$ cat config.mk
export PLATFORM = sky130hd
export DESIGN_NAME = kfc_seq
export DESIGN_NICKNAME = d
export VERILOG_FILES = /design/src/rtl/kfc_pkg.sv /design/src/rtl/kfc_seq.sv
export SDC_FILE = /design/constraint.sdc
export NUM_CORES = 1
export LEC_CHECK = 0
export BUFFER_PORTS_ARGS = -buffer_cell sky130_fd_sc_hd__buf_2
export CORE_ASPECT_RATIO = 0.75
export CORE_UTILIZATION = 45
export DETAILED_ROUTE_END_ITERATION = 8
export PLACE_DENSITY_LB_ADDON = 0.3
export SYNTH_ARGS = -nofsm -noshare
export SYNTH_HDL_FRONTEND = slang
export SYNTH_SLANG_ARGS = --single-unit
$ cat constraint.sdc
create_clock -name clk -period 1.85 [get_ports clk]
set_clock_uncertainty 0.2 [all_clocks]
set_input_delay 0.185 -clock clk [delete_from_list [all_inputs] [get_ports clk]]
set_output_delay 0.185 -clock clk [all_outputs]
set_load 0.05 [all_outputs]
$ cat src/rtl/kfc_pkg.sv
package kfc_pkg;

  localparam int COUNT_WIDTH = 32;
  localparam int NUM_BANKS   = 4;
  localparam int BANK_W      = $clog2(NUM_BANKS);
  localparam int ADDR_W      = 8;
  localparam int IDX_W       = 9;
  localparam int OUT_W       = 32;

  // mono, di, tri, tetra
  localparam int BANK_DEPTH [NUM_BANKS] = '{4, 16, 64, 256};
  localparam logic [IDX_W-1:0] BANK_BASE [NUM_BANKS] = '{9'd0, 9'd4, 9'd20, 9'd84};
  localparam logic [IDX_W-1:0] IDX_END = 9'd340;

  localparam logic [1:0] KIND_FEED  = 2'd0;
  localparam logic [1:0] KIND_READ  = 2'd1;
  localparam logic [1:0] KIND_CLEAR = 2'd2;

  localparam logic [7:0] CHAR_A = 8'h41;
  localparam logic [7:0] CHAR_G = 8'h47;
  localparam logic [7:0] CHAR_C = 8'h43;
  localparam logic [7:0] CHAR_T = 8'h54;

  localparam logic [1:0] CODE_A = 2'd0;
  localparam logic [1:0] CODE_G = 2'd1;
  localparam logic [1:0] CODE_C = 2'd2;
  localparam logic [1:0] CODE_T = 2'd3;

  typedef logic [COUNT_WIDTH-1:0] count_t;

  typedef struct packed {
    logic [1:0]       kind;
    logic [7:0]       base_char;
    logic             seq_start;
    logic [IDX_W-1:0] counter_index;
  } in_t;

  typedef struct packed {
    logic [OUT_W-1:0] count_value;
    logic [IDX_W-1:0] index_echo;
  } out_t;

  // one issue slot toward the counter banks
  typedef struct packed {
    logic [NUM_BANKS-1:0]             bump;
    logic [NUM_BANKS-1:0][ADDR_W-1:0] addr;
    logic                             rd;
    logic [BANK_W-1:0]                rd_bank;
    logic                             clear;
  } req_t;

endpackage

$ cat src/rtl/kfc_seq.sv
module kfc_seq (
  input  logic         clk,
  input  logic         rst,
  input  logic         in_valid,
  output logic         in_ready,
  input  kfc_pkg::in_t in_data,
  input  logic         both_strands,
  input  logic         out_free,
  output kfc_pkg::req_t req,
  output logic         rd_oor
);
  import kfc_pkg::*;

  logic            phase;
  logic            phase_next;
  req_t            rc_req;
  logic [2:0][1:0] hist;
  logic [2:0]      hvld;

  logic            accept;
  logic            code_ok;
  logic [1:0]      j, k, m, n;
  logic [2:0]      hv;
  req_t            fwd, rc, rd_req, clr_req;
  logic [BANK_W-1:0] bank_sel;

  always_comb begin
    code_ok = 1'b1;
    j       = CODE_A;
    unique case (in_data.base_char)
      CHAR_A:  j = CODE_A;
      CHAR_G:  j = CODE_G;
      CHAR_C:  j = CODE_C;
      CHAR_T:  j = CODE_T;
      default: code_ok = 1'b0;
    endcase
  end

  assign hv = in_data.seq_start ? 3'b000 : hvld;
  assign k  = hist[0];
  assign m  = hist[1];
  assign n  = hist[2];

  always_comb begin
    fwd = '0;
    fwd.bump = {code_ok & hv[0] & hv[1] & hv[2], code_ok & hv[0] & hv[1],
                code_ok & hv[0], code_ok};
    fwd.addr[0] = ADDR_W'(j);
    fwd.addr[1] = ADDR_W'({k, j});
    fwd.addr[2] = ADDR_W'({m, k, j});
    fwd.addr[3] = ADDR_W'({n, m, k, j});

    // reverse complement: complement each code, reverse the order
    rc = '0;
    rc.bump    = fwd.bump & {NUM_BANKS{both_strands}};
    rc.addr[0] = ADDR_W'(~j);
    rc.addr[1] = ADDR_W'({~j, ~k});
    rc.addr[2] = ADDR_W'({~j, ~k, ~m});
    rc.addr[3] = ADDR_W'({~j, ~k, ~m, ~n});
  end

  always_comb begin
    priority if (in_data.counter_index < BANK_BASE[1]) begin
      bank_sel = BANK_W'(0);
    end else if (in_data.counter_index < BANK_BASE[2]) begin
      bank_sel = BANK_W'(1);
    end else if (in_data.counter_index < BANK_BASE[3]) begin
      bank_sel = BANK_W'(2);
    end else begin
      bank_sel = BANK_W'(3);
    end
  end

  always_comb begin
    rd_req = '0;
    rd_req.rd      = 1'b1;
    rd_req.rd_bank = bank_sel;
    for (int b = 0; b < NUM_BANKS; b++) begin
      rd_req.addr[b] = ADDR_W'(in_data.counter_index - BANK_BASE[b]);
    end
    clr_req = '0;
    clr_req.clear = 1'b1;
  end

  assign rd_oor   = in_data.counter_index >= IDX_END;
  assign in_ready = !phase && (in_data.kind != KIND_READ || out_free);
  assign accept   = in_valid && in_ready;

  always_comb begin
    req = '0;
    priority if (phase) begin
      req = rc_req;
    end else if (accept) begin
      unique case (in_data.kind)
        KIND_FEED:  req = fwd;
        KIND_READ:  req = rd_req;
        KIND_CLEAR: req = clr_req;
        default:    req = '0;
      endcase
    end else begin
      req = '0;
    end
  end

  assign phase_next = accept && in_data.kind == KIND_FEED && code_ok && both_strands;

  always_ff @(posedge clk) begin
    if (rst) begin
      phase <= 1'b0;
      hvld  <= 3'b000;
      hist  <= '0;
    end else begin
      phase <= phase_next;
      if (accept && in_data.kind == KIND_FEED) begin
        hvld <= {hv[1], hv[0], code_ok};
        hist <= {hist[1], hist[0], j};
      end
    end
  end

  always_ff @(posedge clk) begin
    rc_req <= rc;
  end

  a_rc_one_cycle: assert property (@(posedge clk) disable iff (rst)
    phase |=> !phase) else $error("second strand slot lasted two cycles");
  a_rc_has_mono: assert property (@(posedge clk) disable iff (rst)
    phase |-> rc_req.bump[0]) else $error("second strand slot without mono bump");

endmodule

# ---- Word level (Yosys, flattened, before mapping)
# Index checks and enable logic that the tools add are counted.
dict set report totals {
  register_bits 40
  output_inout_bits 42
  word_cells 51
  input_bits 25
}
dict set report classes {
  n_eq_ne 7
  n_reduce_logical 9
  bitwise 9
  muxes 9
  n_lt_le_gt_ge 4
  addsub 3
}
# op n
set ops {}
lappend ops {{$pmux W40 S3} 1}
lappend ops {{$mux W40} 2}
lappend ops {{$eq A8 B7 Y1 const B} 4}
lappend ops {{$ge A9 B9 Y1 const B} 1}
lappend ops {{$lt A9 B3 Y1 const B} 1}
lappend ops {{$lt A9 B5 Y1 const B} 1}
lappend ops {{$lt A9 B7 Y1 const B} 1}
lappend ops {{$not A2 Y2} 4}
lappend ops {{$not A2 Y8} 1}
lappend ops {{$sub A8 B3 Y8 const B} 1}
lappend ops {{$sub A8 B5 Y8 const B} 1}
lappend ops {{$sub A8 B7 Y8 const B} 1}
lappend ops {{$pmux W2 S3} 1}
lappend ops {{$logic_and A1 B1 Y1} 5}
lappend ops {{$and A4 B4 Y4} 1}
lappend ops {{$mux W2} 2}
lappend ops {{$reduce_or A4 Y1} 1}
lappend ops {{$and A1 B1 Y1} 3}
lappend ops {{$mux W3} 1}
lappend ops {{$eq A2 B1 Y1 const B} 1}
lappend ops {{$eq A2 B2 Y1 const B} 1}
lappend ops {{$logic_not A2 Y1} 1}
lappend ops {{$mux W1} 2}
lappend ops {{$ne A2 B1 Y1 const B} 1}
lappend ops {{2 further kinds} 2}

# ---- Logic depth before layout (Yosys ltp)
dict set report logic_depth {
  depth_word 9
  ltp_mapped 6
  depth_no_buf 6
}

# ---- Worst setup path after synthesis
# OpenSTA, ideal clock, no wires.
dict set report synth_path {
  path_type {input to output}
  startpoint {input port in_data[4] in the netlist's numbering}
  endpoint {output port req[1] in the netlist's numbering}
  setup_slack_ns -0.297
  n_path_buf 1
  path_stages 4
  t_arrival_ns 1.762
  path_cell_list {buf_2 -> o21a_1 -> or4_1 -> a31oi_1}
}
# item line_no
set synth_rtl {}
lappend synth_rtl {{start, declared} kfc_seq.sv:6} ;# input kfc_pkg::in_t in_data,
lappend synth_rtl {{end, declared} kfc_seq.sv:9} ;# output kfc_pkg::req_t req,

==> flow_summary_export.csv <==
group,metric,value,unit
sta,hold_violations,0,
clock_network,cts_hold_repair.buffers,0,
job,cap_violations,0,
global_routing,grt_first_pass_wirelength,6580,microns
yosys,synth_enable_flop_cells,0,
cells_and_area,nNetsFinal,288,
power_and_ir_drop,power.share.switching,0.305,
clock_network,number_of_cts_inserted_buffers,3,
setup_path,worst-endpoint-required,1.46,ns
cells_and_area,finalNonFillerCells,296,
cells_and_area,layout-drive-gt1-share,0.496,
setup_path,crit_path_end_kind,"output pin",
sta,final_period_minus_worst_setup_slack,2.01,ns
routing,dr_total_vias,1628,
routing,ant_nets,0,
floorplan,row_count,16,
clock_network,cts_htree_levels,1,
outcome,run_status,"finished, violations left",
placed_design,port-buffer-count,66,
yosys,seq_area_frac_synth,0.338,
sta,timing.final.crit_share,1.08,
clock_network,ctsRootBufferMaster,"sky130_fd_sc_hd__clkbuf_8",
yosys,post_synth_instance_area,0.00130,sq mm
power_and_ir_drop,power.share.clock,0.309,
placed_design,numPlacedInstances,283,
placed_design,gpl.final_weighted_congestion,0.829,
yosys,yosysTopAreaCellShare,0.338,
global_routing,grt_antenna_before_repair,0,
floorplan,design.portCount,67,
floorplan,die-width,64.1,microns
placed_design,post-dp-hpwl,2660,microns
setup_path,critPathArrivalTime,1.62,ns
yosys,syn_area_per_cell,7.31,sq um
power_and_ir_drop,share_comb_of_total_power,0.266,
cells_and_area,fillCellCount,145,
routing,drc,0,
clock_network,clk_transition_reported_paths,0.07,ns
yosys,ys_async_sr_fraction,0,
sta,worst_slew_pin_slew,0.493,ns
outcome,failed_checks,"negative setup slack",
global_routing,pin_count_of_the_biggest_net_entering_global_routing,19,
cells_and_area,insertedDiodeCount,0,
cells_and_area,final_common_cell,"sky130_fd_sc_hd__nand2_1",
clock_network,worstSkewPairLatency,0.26,ns
sta,hold_ws,0.00913,ns
clock_network,clock_path_buffers,2,
yosys,number_of_nets_in_the_synthesized_netlist,205,
yosys,synth-main-ff-cell,"sky130_fd_sc_hd__dfxtp_1",
routing,routed_via_density,5.50,
yosys,post_synth_main_area_contributors,"sky130_fd_sc_hd__dfxtp_1 34%, sky130_fd_sc_hd__nand2_1 14%, sky130_fd_sc_hd__nor2_1 4.3%",
cells_and_area,multi_input_comb_area,952,sq um
yosys,synth.distinct_cells,39,
setup_path,critical_path_peak_fanout,6,
floorplan,dieHeight,48.6,microns
power_and_ir_drop,p_per_area,478,mW/mm^2
routing,post_drt_wl_per_cell,16.6,microns
routing,routed_wirelength,4900,microns
power_and_ir_drop,part_of_the_total_power_dissipated_in_sequential_elements,0.425,
routing,drtPass1Iterations,4,
yosys,postSynthRegisterBits,22,
setup_path,critical_setup_path_class,"flop to output pin",
power_and_ir_drop,cellInternalPower,0.773,mW
clock_network,clock-sinks,22,
sta,fmax,498,MHz
sta,finalSetupViolCount,26,
min_path,hold_path_class,"input pin to flop",
floorplan,area_of_the_die,0.00311,sq mm
cells_and_area,layout.cells.most_common_list,"37 x sky130_fd_sc_hd__nand2_1, 30 x sky130_fd_sc_hd__buf_6, 27 x sky130_fd_sc_hd__buf_2",
power_and_ir_drop,p_switching,0.339,mW
sta,worst_slack,-0.156,ns
clock_network,tritoncts,"built",
power_and_ir_drop,static-leakage-power,1.16,nW
sta,slew_viol_final,0,
global_routing,track_usage,0.271,
routing,drt_iter0_markers,95,
power_and_ir_drop,worst_ir_drop_vdd,0.665,mV
global_routing,vias_in_the_first_global_route,1396,
setup_path,crit_path_start_kind,"flop",
sta,timing.slew.headroom,0.669,
yosys,synth_cells,178,
yosys,ys.warnings.count,0,
yosys,cell_taking_the_most_area_after_synthesis,"sky130_fd_sc_hd__dfxtp_1",
global_routing,globalRoute.totalOverflow,0,
floorplan,start_util,0.485,
sta,grt_setup_unrepaired,"yes",
floorplan,core_area,0.00268,sq mm
cells_and_area,layout-area-overhead-vs-synth,78.9,%
cells_and_area,final-seq-area,444,sq um
[registers in the layout, summed over array words and instances, names as in the netlist]
signal,count
phase,1
k,2
rc_req,12
hvld,3
n,2
m,2
[worst max-delay path, cell delays in order, from the launching register on]
cell and delay [ns]:
sky130_fd_sc_hd__dfxtp_4 0.37, sky130_fd_sc_hd__nor2b_4 0.16, sky130_fd_sc_hd__nand3_4 0.18, sky130_fd_sc_hd__buf_8 0.20, sky130_fd_sc_hd__o211ai_1 0.21, sky130_fd_sc_hd__buf_4 0.24
[logic make-up (layout without fill, tap and decap cells)]
group	Yosys count	after routing	synth area share
AO/OA/AOI/OAI	38	38	0.196
adder cells (fa/ha/maj)	2	2	0.0192
flip-flops	22	22	0.338
XOR/XNOR	8	8	0.0538
buffers and inverters	23	105	0.0711
AND/OR/NAND/NOR	85	85	0.321
[routing by layer]
layer  vias to the layer above  global-route usage  share of wire
met4                         0              0.0407          0.022
met3                        13              0.0731          0.077
li1                        757                   -              -
met2                        90               0.424           0.48
met5                         -                   0              0
met1                       768               0.379           0.42
[power by group through the flow]
stage | clock [mW] | combinational, mW | sequential (mW)
floorplan | 0 | 0.151 | 0.485
global placement | 0 | 0.227 | 0.485
detailed placement | 0 | 0.229 | 0.485
CTS | 0.344 | 0.253 | 0.472
global route | 0.366 | 0.310 | 0.473
finish | 0.344 | 0.296 | 0.472
[area by class of cell]
cell class	count	share of cell area
clock buffer	4	0.0236
inverter	13	0.0242
timing repair inverter	1	0.00322
tap	36	0.0193
multi-input combinational	133	0.409
timing repair buffer	87	0.330
sequential	22	0.191
[metrics by stage]
step / power, mW / instance area [sq um] / worst slack, ns / setup TNS [ns] / utilization
finish: 1.11 / 2330 / -0.156 / -1.95 / 0.868
global route: 1.15 / 2330 / -0.225 / -3.74 / 0.868
CTS: 1.07 / 2080 / -0.160 / -3.03 / 0.775
detailed placement: 0.714 / 1770 / -0.0298 / -0.0978 / 0.659
global placement: 0.712 / 1770 / 0.00943 / 0 / 0.659
floorplan: 0.636 / 1350 / -0.216 / -0.691 / -
[worst paths after layout]
kind,start,to,slack [ns],cells after the start
setup / recovery,phase,req[23],-0.16,5
hold / removal,in_data[9],hvld[2],0.009,3
hold reg to reg,m[0],rc_req[30],0.23,1
setup reg to reg,phase,hvld[0],0.26,5
[synthesized netlist by cell type, types with 2 or more instances]
master,count
sky130_fd_sc_hd__a31oi_1,2
sky130_fd_sc_hd__xnor2_1,6
sky130_fd_sc_hd__nor2b_1,4
sky130_fd_sc_hd__a22oi_2,2
sky130_fd_sc_hd__a21o_1,7
sky130_fd_sc_hd__buf_2,2
sky130_fd_sc_hd__xor2_1,2
sky130_fd_sc_hd__o21ai_1,5
sky130_fd_sc_hd__nand2_1,47
sky130_fd_sc_hd__ha_1,2
sky130_fd_sc_hd__nor2_1,15
sky130_fd_sc_hd__nand3_1,5
sky130_fd_sc_hd__o211ai_1,3
sky130_fd_sc_hd__inv_1,12
sky130_fd_sc_hd__a21boi_0,2
sky130_fd_sc_hd__a22oi_1,2
sky130_fd_sc_hd__o21ai_0,2
sky130_fd_sc_hd__dfxtp_1,22
sky130_fd_sc_hd__a21oi_1,9
sky130_fd_sc_hd__nor3_1,3
sky130_fd_sc_hd__clkbuf_1,6
[repair_timing]
item	CTS	global route
gates cloned	1	1
pin swaps	13	16
setup buffers	3	4
setup endpoints to repair	37	39
resized for setup	73	52
endpoints found under the hold margin	0	0
Note: power is estimated with default switching activity, not from simulation.
